<file path="src/rtl/core/ffc_pkg.sv">
// Shared definitions for the four-function key calculator.
// Key and operator codes, widths and the controller/datapath interface structs.
// No dependencies.
package ffc_pkg;

  localparam int unsigned ValueWidthDef = 32;
  localparam int unsigned OutWidth      = 32;
  localparam int unsigned OpcodeWidth   = 3;
  localparam int unsigned DigitWidth    = 4;
  localparam int unsigned PendWidth     = 3;

  // key codes
  localparam logic [OpcodeWidth-1:0] KeyDigit  = 3'd0;
  localparam logic [OpcodeWidth-1:0] KeyClear  = 3'd1;
  localparam logic [OpcodeWidth-1:0] KeyEquals = 3'd2;
  localparam logic [OpcodeWidth-1:0] KeyAdd    = 3'd3;
  localparam logic [OpcodeWidth-1:0] KeySub    = 3'd4;
  localparam logic [OpcodeWidth-1:0] KeyMul    = 3'd5;
  localparam logic [OpcodeWidth-1:0] KeyDiv    = 3'd6;

  // pending operator codes
  localparam logic [PendWidth-1:0] PendNone = 3'd0;
  localparam logic [PendWidth-1:0] PendAdd  = 3'd1;
  localparam logic [PendWidth-1:0] PendSub  = 3'd2;
  localparam logic [PendWidth-1:0] PendMul  = 3'd3;
  localparam logic [PendWidth-1:0] PendDiv  = 3'd4;

  typedef struct packed {
    logic key;       // key transfer: update calculator state
    logic mul_step;  // one shift-add step
    logic div_step;  // one restoring division step
    logic last;      // final iteration, write accumulator
    logic load_out;  // capture shown value into output register
  } cmd_t;

  typedef struct packed {
    logic need_mul;
    logic need_div;
  } sts_t;

endpackage

</file>
<file path="src/rtl/core/ffc_ctrl.sv">
// Controller for the four-function key calculator.
// Sequences key transfer, iterative multiply/divide and result delivery. Uses ffc_pkg.
module ffc_ctrl import ffc_pkg::*; #(
  parameter int unsigned VALUE_WIDTH = ValueWidthDef
) (
  input  logic clk_i,
  input  logic rst_ni,
  input  logic in_valid_i,
  output logic in_ready_o,
  output logic out_valid_o,
  input  logic out_ready_i,
  input  sts_t sts_i,
  output cmd_t cmd_o
);

  localparam int unsigned CntW = $clog2(VALUE_WIDTH);

  localparam logic [1:0] StIdle = 2'd0;
  localparam logic [1:0] StMul  = 2'd1;
  localparam logic [1:0] StDiv  = 2'd2;
  localparam logic [1:0] StDone = 2'd3;

  logic [1:0]      state_q, state_d;
  logic [CntW-1:0] cnt_q, cnt_d;
  logic            out_valid_q, out_valid_d;

  assign in_ready_o  = (state_q == StIdle);
  assign out_valid_o = out_valid_q;

  always_comb begin
    cmd_o   = '0;
    state_d = state_q;
    cnt_d   = cnt_q;
    case (state_q)
      StIdle: begin
        if (in_valid_i) begin
          cmd_o.key = 1'b1;
          cnt_d     = CntW'(VALUE_WIDTH - 1);
          if (sts_i.need_mul) begin
            state_d = StMul;
          end else if (sts_i.need_div) begin
            state_d = StDiv;
          end else begin
            state_d = StDone;
          end
        end
      end
      StMul, StDiv: begin
        cmd_o.mul_step = (state_q == StMul);
        cmd_o.div_step = (state_q == StDiv);
        cmd_o.last     = (cnt_q == '0);
        if (cnt_q == '0) begin
          state_d = StDone;
        end else begin
          cnt_d = cnt_q - 1'b1;
        end
      end
      StDone: begin
        // hold until the output register is free or being drained
        if (!out_valid_q || out_ready_i) begin
          cmd_o.load_out = 1'b1;
          state_d        = StIdle;
        end
      end
      default: begin
        state_d = StIdle;
      end
    endcase
  end

  always_comb begin
    out_valid_d = out_valid_q;
    if (cmd_o.load_out) begin
      out_valid_d = 1'b1;
    end else if (out_ready_i) begin
      out_valid_d = 1'b0;
    end
  end

  always_ff @(posedge clk_i or negedge rst_ni) begin
    if (!rst_ni) begin
      state_q     <= StIdle;
      cnt_q       <= '0;
      out_valid_q <= 1'b0;
    end else begin
      state_q     <= state_d;
      cnt_q       <= cnt_d;
      out_valid_q <= out_valid_d;
    end
  end

endmodule

</file>
<file path="src/rtl/core/ffc_dp.sv">
// Datapath for the four-function key calculator.
// Calculator state, digit entry, add/subtract, shared shift-add multiply and
// restoring divide registers, and the output payload register. Uses ffc_pkg.
module ffc_dp import ffc_pkg::*; #(
  parameter int unsigned VALUE_WIDTH = ValueWidthDef
) (
  input  logic                    clk_i,
  input  logic                    rst_ni,
  input  logic [OpcodeWidth-1:0]  opcode_i,
  input  logic [DigitWidth-1:0]   digit_i,
  input  cmd_t                    cmd_i,
  output sts_t                    sts_o,
  output logic signed [OutWidth-1:0] shown_value_o,
  output logic [PendWidth-1:0]    pending_operator_o
);

  localparam int unsigned W = VALUE_WIDTH;

  logic [W-1:0]         acc_q, entry_q;
  logic [PendWidth-1:0] pend_q;
  logic                 entering_q, evaluated_q;

  // shared iteration registers: multiplicand/divisor, multiplier/quotient, product/remainder
  logic [W-1:0] opa_q, opb_q, part_q;
  logic         neg_q;

  logic         is_op, applies;
  logic [W-1:0] digit_base, base_x10, entry_next, apply_val;
  logic [W-1:0] mag_acc, mag_entry;
  logic [W-1:0] mul_sum;
  logic [W:0]   div_shift, div_diff;
  logic [W-1:0] div_rem, div_quo, div_res;
  logic [W-1:0] shown_w;
  logic [OutWidth-1:0] shown_ext;

  assign is_op = (opcode_i == KeyAdd) || (opcode_i == KeySub) ||
                 (opcode_i == KeyMul) || (opcode_i == KeyDiv);
  assign applies = entering_q && (is_op || (opcode_i == KeyEquals));

  assign sts_o.need_mul = applies && (pend_q == PendMul);
  assign sts_o.need_div = applies && (pend_q == PendDiv) && (entry_q != '0);

  // digit entry: entry*10 plus or minus the digit, toward the entry's sign
  assign digit_base = (evaluated_q || !entering_q) ? '0 : entry_q;
  assign base_x10   = (digit_base << 3) + (digit_base << 1);
  assign entry_next = digit_base[W-1] ? base_x10 - W'(digit_i) : base_x10 + W'(digit_i);

  // apply without iteration; division by zero and no operator both take the entry
  always_comb begin
    case (pend_q)
      PendAdd: apply_val = acc_q + entry_q;
      PendSub: apply_val = acc_q - entry_q;
      default: apply_val = entry_q;
    endcase
  end

  assign mag_acc   = acc_q[W-1]   ? W'(-acc_q)   : acc_q;
  assign mag_entry = entry_q[W-1] ? W'(-entry_q) : entry_q;

  assign mul_sum = part_q + (opb_q[0] ? opa_q : '0);

  assign div_shift = {part_q, opb_q[W-1]};
  assign div_diff  = div_shift - {1'b0, opa_q};
  assign div_rem   = div_diff[W] ? div_shift[W-1:0] : div_diff[W-1:0];
  assign div_quo   = {opb_q[W-2:0], ~div_diff[W]};
  assign div_res   = neg_q ? W'(-div_quo) : div_quo;

  always_ff @(posedge clk_i or negedge rst_ni) begin
    if (!rst_ni) begin
      acc_q       <= '0;
      entry_q     <= '0;
      pend_q      <= PendNone;
      entering_q  <= 1'b0;
      evaluated_q <= 1'b0;
    end else if (cmd_i.key) begin
      case (opcode_i)
        KeyDigit: begin
          if (evaluated_q) begin
            acc_q  <= '0;
            pend_q <= PendNone;
          end
          evaluated_q <= 1'b0;
          entering_q  <= 1'b1;
          entry_q     <= entry_next;
        end
        KeyClear: begin
          acc_q       <= '0;
          entry_q     <= '0;
          pend_q      <= PendNone;
          entering_q  <= 1'b0;
          evaluated_q <= 1'b0;
        end
        KeyEquals, KeyAdd, KeySub, KeyMul, KeyDiv: begin
          if (applies && !sts_o.need_mul && !sts_o.need_div) begin
            acc_q <= apply_val;
          end
          entering_q <= 1'b0;
          if (opcode_i == KeyEquals) begin
            evaluated_q <= 1'b1;
            pend_q      <= PendNone;
          end else begin
            evaluated_q <= 1'b0;
            pend_q      <= PendWidth'(opcode_i - KeyEquals);
          end
        end
        default: begin
        end
      endcase
    end else if (cmd_i.last && cmd_i.mul_step) begin
      acc_q <= mul_sum;
    end else if (cmd_i.last && cmd_i.div_step) begin
      acc_q <= div_res;
    end
  end

  always_ff @(posedge clk_i) begin
    if (cmd_i.key) begin
      if (sts_o.need_div) begin
        opa_q  <= mag_entry;
        opb_q  <= mag_acc;
        part_q <= '0;
        neg_q  <= acc_q[W-1] ^ entry_q[W-1];
      end else begin
        opa_q  <= acc_q;
        opb_q  <= entry_q;
        part_q <= '0;
        neg_q  <= 1'b0;
      end
    end else if (cmd_i.mul_step) begin
      part_q <= mul_sum;
      opa_q  <= opa_q << 1;
      opb_q  <= opb_q >> 1;
    end else if (cmd_i.div_step) begin
      part_q <= div_rem;
      opb_q  <= div_quo;
    end
  end

  assign shown_w = entering_q ? entry_q : acc_q;

  generate
    if (W >= OutWidth) begin : g_trunc
      assign shown_ext = shown_w[OutWidth-1:0];
    end else begin : g_sext
      assign shown_ext = {{(OutWidth - W){shown_w[W-1]}}, shown_w};
    end
  endgenerate

  always_ff @(posedge clk_i) begin
    if (cmd_i.load_out) begin
      shown_value_o      <= shown_ext;
      pending_operator_o <= pend_q;
    end
  end

endmodule

</file>
<file path="src/rtl/core/four_function_calculator_keys_top.sv">
// Four-function key calculator, immediate execution, left to right, no precedence.
// A key with no multiply or divide to apply passes from idle to done and back to idle;
// with one, it runs through the multiply or divide state first: the shift-add multiplier
// and the restoring divider share one set of registers and retire one bit per cycle. The
// next key is taken while the previous result still waits in the output register.
// Uses ffc_pkg, ffc_ctrl and ffc_dp.
module four_function_calculator_keys_top import ffc_pkg::*; #(
  parameter int unsigned VALUE_WIDTH = ValueWidthDef
) (
  input  logic                       clk_i,
  input  logic                       rst_ni,
  input  logic                       in_valid_i,
  output logic                       in_ready_o,
  input  logic [OpcodeWidth-1:0]     opcode_i,
  input  logic [DigitWidth-1:0]      digit_i,
  output logic                       out_valid_o,
  input  logic                       out_ready_i,
  output logic signed [OutWidth-1:0] shown_value_o,
  output logic [PendWidth-1:0]       pending_operator_o
);

  cmd_t cmd;
  sts_t sts;

  ffc_ctrl #(
    .VALUE_WIDTH(VALUE_WIDTH)
  ) u_ctrl (
    .clk_i      (clk_i),
    .rst_ni     (rst_ni),
    .in_valid_i (in_valid_i),
    .in_ready_o (in_ready_o),
    .out_valid_o(out_valid_o),
    .out_ready_i(out_ready_i),
    .sts_i      (sts),
    .cmd_o      (cmd)
  );

  ffc_dp #(
    .VALUE_WIDTH(VALUE_WIDTH)
  ) u_dp (
    .clk_i             (clk_i),
    .rst_ni            (rst_ni),
    .opcode_i          (opcode_i),
    .digit_i           (digit_i),
    .cmd_i             (cmd),
    .sts_o             (sts),
    .shown_value_o     (shown_value_o),
    .pending_operator_o(pending_operator_o)
  );

endmodule

</file>
<file path="config.mk">
export PLATFORM = sky130hd
export DESIGN_NAME = four_function_calculator_keys_top
export DESIGN_NICKNAME = d
export VERILOG_FILES = /design/src/rtl/core/ffc_pkg.sv /design/src/rtl/core/ffc_ctrl.sv /design/src/rtl/core/ffc_dp.sv /design/src/rtl/core/four_function_calculator_keys_top.sv
export SDC_FILE = /design/constraint.sdc
export NUM_CORES = 1
export LEC_CHECK = 0
export BUFFER_PORTS_ARGS = -buffer_cell sky130_fd_sc_hd__buf_4
export CORE_MARGIN = 8
export CORE_UTILIZATION = 60
export DETAILED_ROUTE_END_ITERATION = 10
export GPL_ROUTABILITY_DRIVEN = 0
export PLACE_DENSITY_LB_ADDON = 0.2
export SYNTH_ARGS = -nofsm -noshare
export SYNTH_HDL_FRONTEND = slang
export SYNTH_HIERARCHICAL = 1
export SYNTH_SLANG_ARGS = --single-unit
</file>
<file path="constraint.sdc">
create_clock -name clk_i -period 14 [get_ports clk_i]
set_input_delay 1.4 -clock clk_i [delete_from_list [all_inputs] [get_ports clk_i]]
set_output_delay 1.4 -clock clk_i [all_outputs]
set_load 0.01 [all_outputs]
</file>
==> summary.txt, run 1 <==
Status
  • Outcome: completed

Yosys
  • Top FF cell, synth: edfxtp_1
  • Largest cells by area after synthesis: edfxtp_1 (14%), dfrtp_1 (8.9%), ha_1 (7.2%)
  • EDFF count, synth: 100
  • Mean post-synth cell area: around 7.8 sq um
  • Register area share after synthesis: about a quarter
  • Synth top area share: roughly 14%
  • Flops & latches, synth: between 200 and 250
  • Warnings, synthesis: 6
  • Yosys top cell by area: edfxtp_1
  • Synth Area in Simple Gates: between 20% and 30%
  • Synthesized instance count: between 2000 and 3000
  • Combinational family with the most area after synthesis: compound AO/OA/AOI/OAI gates
  • Synth async-reset ratio: 36.8%
  • Most common cell in the netlist: nand2_1
  • Cell Area, Synth: 0.0216 sq mm
  • XOR/XNOR share of the synthesized area: approximately 10%
  • Syn nets: ~2900
  • Mux cell area share after synthesis: 4.65%
  • Adder-cell area share of the yosys netlist: under 10%
  • Yosys cell types: 98
  • Top cells by count, synth: nand2_1 (282), nor2_1 (239), o21ai_0 (235), a21oi_1 (196), xor2_1 (140)
  • Compound-Gate Fraction of Synth Area: 25.8%

Global routing
  • First-pass GRT wire length: around 100000 microns
  • Antenna violations before repair: 0
  • GRT Util Overall: roughly 29%
  • Total grt overflow: 0
  • Largest net degree at the start of global routing: 110
  • Vias in the first global route: approximately 19000

Floorplanning
  • Initial core utilization: 60.8%
  • Rows: between 60 and 70
  • Core footprint: 0.0355 sq mm
  • Height of the die: between 200 and 250 microns
  • Die ar.: approximately 0.042 sq mm
  • Die Wd: 206 microns
  • Number of top-level pins: between 40 and 50

Worst setup path
  • Worst EP required: between 10 and 15 ns
  • Family with the most delay on the worst path: compound AO/OA/AOI/OAI gates
  • Critical path class: flop to flop
  • Worst endpoint data arrival time: about 6.6 ns
  • CP most frequent cell: or3_1
  • Setup crit start kind: flop
  • Worst-path cell chain: inv_1, ha_1, nand3_1, or3_1, or3_1, or3_1, or3_1, or3_1, nand2_1, xnor2_1, ha_1, a21o_1, a21oi_1, o21ai_0, o41ai_1, o21ai_0, a32o_1, a311oi_1, xor2_1, o22ai_1, a21o_1
  • CP Buf/Inv Count: 1
  • Crit Path Max Fanout: 16
  • Worst setup EP type: flop
  • Max incr delay on CP: slightly below 0.6 ns
  • Critical-path top delay cell: dfrtp_1

Placement
  • Area after DPL: approximately 0.022 sq mm
  • Dpl ws: about 8.0 ns
  • DP HPWL: 47200 microns
  • PortBufs: 47

Timing
  • Setup_tns: 0 ns
  • RSZ-0062 raised after global routing: no
  • Final hold vios: 0
  • Final worst-path cycle share: between 40% and 50%
  • Relative slew slack: between 20% and 30%
  • PnR worst setup slack: approximately 7.8 ns
  • Fmax: approximately 160 MHz
  • Setup Skew: roughly 0.012 ns
  • Final setup fails: 0
  • Crit path time final: roughly 6.2 ns
  • Worst slew pin tran: 1.08 ns
  • Slew Viols, Final: 0

Clock network
  • Max Buffers Root-to-Sink: 3
  • Clk slew on worst S/H paths: roughly 0.060 ns
  • Root Driver: clkbuf_16
  • CTS tree: yes
  • Setup Buffers After CTS: 0
  • Inserted Clock Buffers: 24
  • CTS Sinks: about 210
  • Clk_lat worst skew: 0.53 ns
  • Post-CTS sizing: 0
  • CTS HTree Levels: 1
  • Hold buffer count at cts: 0

Drt
  • Detail Route Antenna Nets: 0
  • DR vias: ~21000
  • Wirelength, routed: ~63000 microns
  • First DRT Iteration DRCs: 2445
  • Number of remaining DRC errors: 0
  • Via density: roughly 6.6
  • Drt pass-1 iters: 6
  • WL/cell: a little over 20 microns

Power
  • Leak pwr: about 0.009 uW
  • Gate power share: about two thirds
  • Worst vdd ir: 0.179 mV
  • Internal power: between 2000 and 3000 uW
  • Switching Share: between 40% and 50%
  • Switching power: slightly below 3000 uW
  • Power per cell area: about 260 mW/mm^2
  • Reg power frac: between 20 and 25%
  • Clock share of power: between 10 and 15%

Finish
  • Cell area after layout: 0.0228 sq mm
  • # diodes: 0
  • Area growth from synthesis to layout: 5.52%
  • Storage cell area: approximately 0.0056 sq mm
  • Layout Nets: between 2000 and 3000
  • Area of the multi-input gates: 0.0149 sq mm
  • Filler cell count: 3044
  • Layout cells sized above 1: between 7 and 8%

Worst hold path
  • HP Class: flop to flop

Flow run
  • Max-cap violations: 0
## worst paths after layout
kind                                      start                         end  slack [ns]  depth (start not counted)
worst max register to register  u_dp/entry_q[1]              u_dp/acc_q[28]        7.81                         21
worst min register to register   u_dp/pend_q[2]  u_dp/pending_operator_o[2]        0.46                          0
worst max-delay path            u_dp/entry_q[1]              u_dp/acc_q[28]        7.81                         21
max in group asynchronous                rst_ni              u_dp/acc_q[27]       12.18                          2
min in group asynchronous                rst_ni              u_dp/pend_q[1]        0.83                          1
worst min-delay path             u_dp/pend_q[2]  u_dp/pending_operator_o[2]        0.46                          0
## routing by layer
metal | global-route usage [%] | wire length (microns) | vias to the layer above
met3 | 3.68 | 5290 | 141
met2 | 46.8 | 28400 | 938
met1 | 40.1 | 27500 | 9678
met4 | 10.8 | 2310 | 0
li1 | - | - | 9868
met5 | 0 | 0 | -
## worst reg2reg max path, delay by kind of cell, from the launching register on
family	cells	cell delay (ns)
buffers and inverters	1	0.22
adder cells (fa/ha/maj)	2	0.55
AND/OR/NAND/NOR	7	2.10
XOR/XNOR	2	0.33
AO/OA/AOI/OAI	9	2.31
flip-flops	1	0.58
## placed cells by master, fill, tap and decap left out, types with 90 or more instances in the layout
master / instances
a21oi_1: 195
edfxtp_1: 100
nor2_1: 238
nand2_1: 282
xnor2_1: 109
xor2_1: 140
inv_1: 102
ha_1: 122
o211ai_1: 90
o21ai_0: 235
## registers in the layout, summed over array words and instances (netlist names)
register	cells
u_ctrl/cnt_q	5
u_ctrl/out_valid_o	1
u_ctrl/state_q	2
u_dp/acc_q	32
u_dp/entering_q	1
u_dp/entry_q	32
u_dp/evaluated_q	1
u_dp/neg_q	1
u_dp/opa_q	32
u_dp/opb_q	32
u_dp/part_q	32
u_dp/pend_q	3
u_dp/pending_operator_o	3
u_dp/shown_value_o	32
## power by group through the flow
stage          Combinational [uW]  Sequential, uW  Clock (uW)
2_1_floorplan                2940            1200           0
3_3_place_gp                 3650            1300           0
3_5_place_dp                 3740            1310           0
4_1_cts                      3780            1300         658
5_1_grt                      4260            1350         680
6_report                     3860            1310         650
## final cells by class
type / count / area share, %
Tap cell: 461 / 2.54
Inverter: 104 / 1.72
Timing Repair Buffer: 72 / 2.38
Clock inverter: 8 / 0.429
Sequential cell: 209 / 24.5
Multi-Input combinational cell: 2252 / 65.4
Clock buffer: 36 / 3.11
## metrics by stage
step / total power (uW) / cells / hold WS [ns] / util, %
4_1_cts: 5740 / 3142 / 0.457 / 64.1
3_5_place_dp: 5050 / 3098 / 0.442 / 61.9
2_1_floorplan: 4150 / 2747 / 0.425 / -
3_3_place_gp: 4950 / 3098 / 0.430 / 61.9
5_1_grt: 6290 / 3142 / 0.475 / 64.1
6_report: 5820 / 3142 / 0.456 / 64.1
## cell families (layout without fill, tap and decap cells)
logic type / after synthesis / in the layout
fa+ha+maj: 136 / 136
mux: 95 / 95
compound gates: 869 / 869
xor+xnor: 251 / 251
buf+inv: 286 / 220
simple gates: 901 / 901
flops: 209 / 209
No activity file was read; power rests on OpenSTA's default activity.
==> inputs of run 2 (changes only) <==
Settings changed: ABC_AREA set to 1.
Clock period 14 ns to 6.4 ns, I/O delays scaled along.
==> summary.txt, run 2 <==
Power
  • PnR Total Power: 13800 uW (was 5820 uW)
  • Power per cell area: 562 mW/mm^2 (was 256 mW/mm^2)
  • Worst vdd ir: 0.257 mV (was 0.179 mV)
  • Leak pwr: 0.0117 uW (was 0.00909 uW)

Clock network
  • CTS Sinks: 209 (unchanged)
  • CTS HTree Levels: 1 (unchanged)
  • Setup Buffers After CTS: 0 (unchanged)
  • CTS tree: yes (unchanged)
  • Clk slew on worst S/H paths: 0.06 ns (about the same)
  • Post-CTS sizing: 0 (unchanged)
  • Max Buffers Root-to-Sink: 3 (unchanged)
  • Root Driver: clkbuf_16 (unchanged)
  • Inserted Clock Buffers: 24 (unchanged)
  • Hold buffer count at cts: 0 (unchanged)
  • Clk_lat worst skew: 0.55 ns (was 0.53 ns)

Global routing
  • Total grt overflow: 0 (unchanged)
  • Vias in the first global route: 23900 (was 19200)
  • Largest net degree at the start of global routing: 97 (was 110)
  • First-pass GRT wire length: 125000 microns (was 101000 microns)
  • GRT Util Overall: 33.8% (was 29.3%)
  • Antenna violations before repair: 0 (unchanged)

Drt
  • Met3 WL post-DR: 7960 microns (was 5290 microns)
  • DR vias: 26100 (was 20600)
  • DRT met1 WL: 31100 microns (was 27500 microns)
  • Top routing layer used: met4 (unchanged)
  • Number of remaining DRC errors: 0 (unchanged)
  • Met2 routed WL: 35800 microns (was 28400 microns)
  • Detail Route Antenna Nets: 0 (unchanged)
  • Wirelength, routed: 78400 microns (was 63500 microns)
  • Drt pass-1 iters: 6 (unchanged)
  • WL/cell: 18.8 microns (was 20.2 microns)
  • Via density: 6.26 (was 6.56)
  • First DRT Iteration DRCs: 3718 (was 2445)

Finish
  • # diodes: 0 (unchanged)
  • Layout cells sized above 1: 8.28% (was 7.65%)
  • Area of the multi-input gates: 0.0154 sq mm (was 0.0149 sq mm)
  • Layout Nets: 3770 (was 2802)
  • Final core utilization: 63.9% (was 64.1%)
  • Filler cell count: 3630 (was 3044)
  • Area growth from synthesis to layout: 5.65% (was 5.52%)
  • Commonest non-fill, non-tap cell in the layout: nand2_1 (unchanged)
  • Final Instance Count excl. Fillers: 4167 (was 3142)
  • Storage cell area: 0.00557 sq mm (about the same)
  • Most frequent cells in the layout: nand2_1 (926), inv_1 (391), o21ai_0 (368), a21oi_1 (310), nor2_1 (304) (was nand2_1 (282), nor2_1 (238), o21ai_0 (235), a21oi_1 (195), xor2_1 (140))

Yosys
  • Syn nets: 3828 (was 2886)
  • Synth async-reset ratio: 36.8% (unchanged)
  • Mean post-synth cell area: 6.32 sq um (was 7.85 sq um)
  • EDFF count, synth: 100 (unchanged)
  • Register area share after synthesis: 23.9% (was 25.8%)
  • Yosys top cell by area: nand2_1 (was edfxtp_1)
  • Synthesized instance count: 3689 (was 2747)
  • Cell Area, Synth: 0.0233 sq mm (was 0.0216 sq mm)
  • Top FF cell, synth: edfxtp_1 (unchanged)
  • Yosys cell types: 65 (was 98)
  • Flops & latches, synth: 209 (unchanged)
  • Most common cell in the netlist: nand2_1 (unchanged)
  • Top cells by count, synth: nand2_1 (928), inv_1 (393), o21ai_0 (368), a21oi_1 (311), nor2_1 (305) (was nand2_1 (282), nor2_1 (239), o21ai_0 (235), a21oi_1 (196), xor2_1 (140))
  • Largest cells by area after synthesis: nand2_1 (15%), edfxtp_1 (13%), dfrtp_1 (8.3%) (was edfxtp_1 (14%), dfrtp_1 (8.9%), ha_1 (7.2%))
  • Synth top area share: 14.9% (was 13.9%)
  • Warnings, synthesis: 6 (unchanged)

Placement
  • Placed insts: 4123 (was 3098)
  • PortBufs: 47 (unchanged)
  • DP HPWL: 59900 microns (was 47200 microns)

Timing
  • Final worst-path cycle share: 80.0% (was 44.2%)
  • Fmax: 195 MHz (was 162 MHz)
  • Worst slew pin tran: 1.17 ns (was 1.08 ns)
  • Fin Hold WS: 0.0403 ns (was 0.456 ns)
  • Final setup fails: 0 (unchanged)
  • Final hold vios: 0 (unchanged)
  • Relative slew slack: 21.0% (was 27.9%)
  • Setup Skew: 0.0133 ns (was 0.0125 ns)
  • RSZ-0062 raised after global routing: no (unchanged)
  • Setup_tns: 0 ns (unchanged)
  • Slew Viols, Final: 0 (unchanged)
  • Crit path time final: 5.12 ns (was 6.19 ns)

Worst setup path
  • Worst setup EP type: flop (unchanged)
  • Critical-path top delay cell: nor4_1 (was dfrtp_1)
  • CP most frequent cell: nand2_1 (was or3_1)
  • Worst EP required: 6.78 ns (was 14.42 ns)
  • Worst endpoint data arrival time: 5.50 ns (was 6.61 ns)
  • Worst-path cell chain: inv_1, ha_1, nand2_1, nor2_1, nand2_1, nor2_1, nand3_1, nor3_1, inv_1, nand2_1, o21ai_0, nand2_1, o21ai_0, ha_1, nand2_1, nor4_1, nand3_1, nand3_1, a21oi_1, o21ai_0, or2_2, nand3_1, o211ai_1, a31oi_1 (was inv_1, ha_1, nand3_1, or3_1, or3_1, or3_1, or3_1, or3_1, nand2_1, xnor2_1, ha_1, a21o_1, a21oi_1, o21ai_0, o41ai_1, o21ai_0, a32o_1, a311oi_1, xor2_1, o22ai_1, a21o_1)
  • Critical path class: flop to flop (unchanged)
  • Max incr delay on CP: 0.63 ns (was 0.58 ns)
  • Worst R2R End: u_dp/acc_q[28] (unchanged)
  • Worst R2R Start: u_dp/entry_q[1] (unchanged)
  • Reg2reg setup slack: 1.28 ns (was 7.81 ns)
  • R2R cell count: 24 (was 21)
  • Crit Path Max Fanout: 6 (was 16)
  • Setup crit start kind: flop (unchanged)

Status
  • Outcome: completed (unchanged)

Floorplanning
  • Die Wd: 213 microns (was 206 microns)
  • Rows: 72 (was 69)
  • Initial core utilization: 60.5% (was 60.8%)
  • Core footprint: 0.0386 sq mm (was 0.0355 sq mm)
  • Number of top-level pins: 48 (unchanged)
  • Die ar.: 0.0454 sq mm (was 0.0423 sq mm)
  • Height of the die: 213 microns (was 206 microns)

Flow run
  • Max-cap violations: 0 (unchanged)

Worst hold path
  • HP Class: input pin to asynchronous set/reset pin (was flop to flop)
## run 2: cell types whose count changed in the layout (fill, tap and decap cells not counted), moves of 66 or more
cell,previous run,this run
xnor2_1,109,37
a21oi_1,195,310
nand2_1,282,926
nand3_1,60,215
o21ai_0,235,368
nor2_1,238,304
inv_1,102,391
## run 2: metrics by stage
stage | instance area (sq um) | setup WS [ns]
5_1_grt | 24600 | 0.884
3_5_place_dp | 23800 | 1.51
3_3_place_gp | 23800 | 1.59
4_1_cts | 24600 | 1.47
2_1_floorplan | 23300 | 2.47
6_report | 24600 | 1.28
## run 2: cells by family (layout without fill, tap and decap cells)
family,count (synthesis),in the layout,share of synthesized area (%)
AOI/OAI and AO/OA,925,925,22.0
xor gates and xnor gates,122,122,4.58
adders and majority gates,128,128,7.00
buffers and inverters,585,545,10.0
DFF,209,209,23.9
muxes,1,1,0.0483
and+or+nand+nor,1719,1719,32.4
## run 2: final cells by class
class                   instances  area share [%]
well taps                     518            2.63
flip-flops and latches        209            22.6
inverters                     429            6.54
clock inverters                16           0.665
multi-input cells            2895            62.7
repair buffers                 72            2.19
clock buffers                  28            2.67
## run 2: worst max path at each step
stage | start | to | slack (ns) | cells after the start
finish | u_dp/entry_q[1] | u_dp/acc_q[28] | 1.28 | 24
global route | u_dp/opa_q[0] | u_dp/acc_q[30] | 0.88 | 26
CTS | u_dp/opa_q[0] | u_dp/acc_q[30] | 1.47 | 26
detailed placement | u_dp/opa_q[0] | u_dp/acc_q[30] | 1.51 | 26
global placement | u_dp/opa_q[0] | u_dp/acc_q[30] | 1.59 | 26
floorplan | u_dp/opa_q[0] | u_dp/acc_q[30] | 2.47 | 26
## run 2: metal layers
layer	vias up	GRT usage, %
li1	12300	-
met1	11900	44.5
met2	1624	55.7
met3	236	3.49
met4	0	14.8
met5	-	0
## run 2: where the power goes
group          leakage (uW)  switching [uW]  total (uW)  internal [uW]
Clock              0.000395             590        1440            855
Sequential          0.00218             840        3080           2240
Combinational       0.00914            6240        9320           3070
## run 2: worst max-delay path, delay by kind of cell (launching register included)
kind / cells / cell delay (ns)
simple gates: 14 / 2.66
compound gates: 6 / 0.83
fa+ha+maj: 2 / 0.64
flops: 1 / 0.46
buf+inv: 2 / 0.38
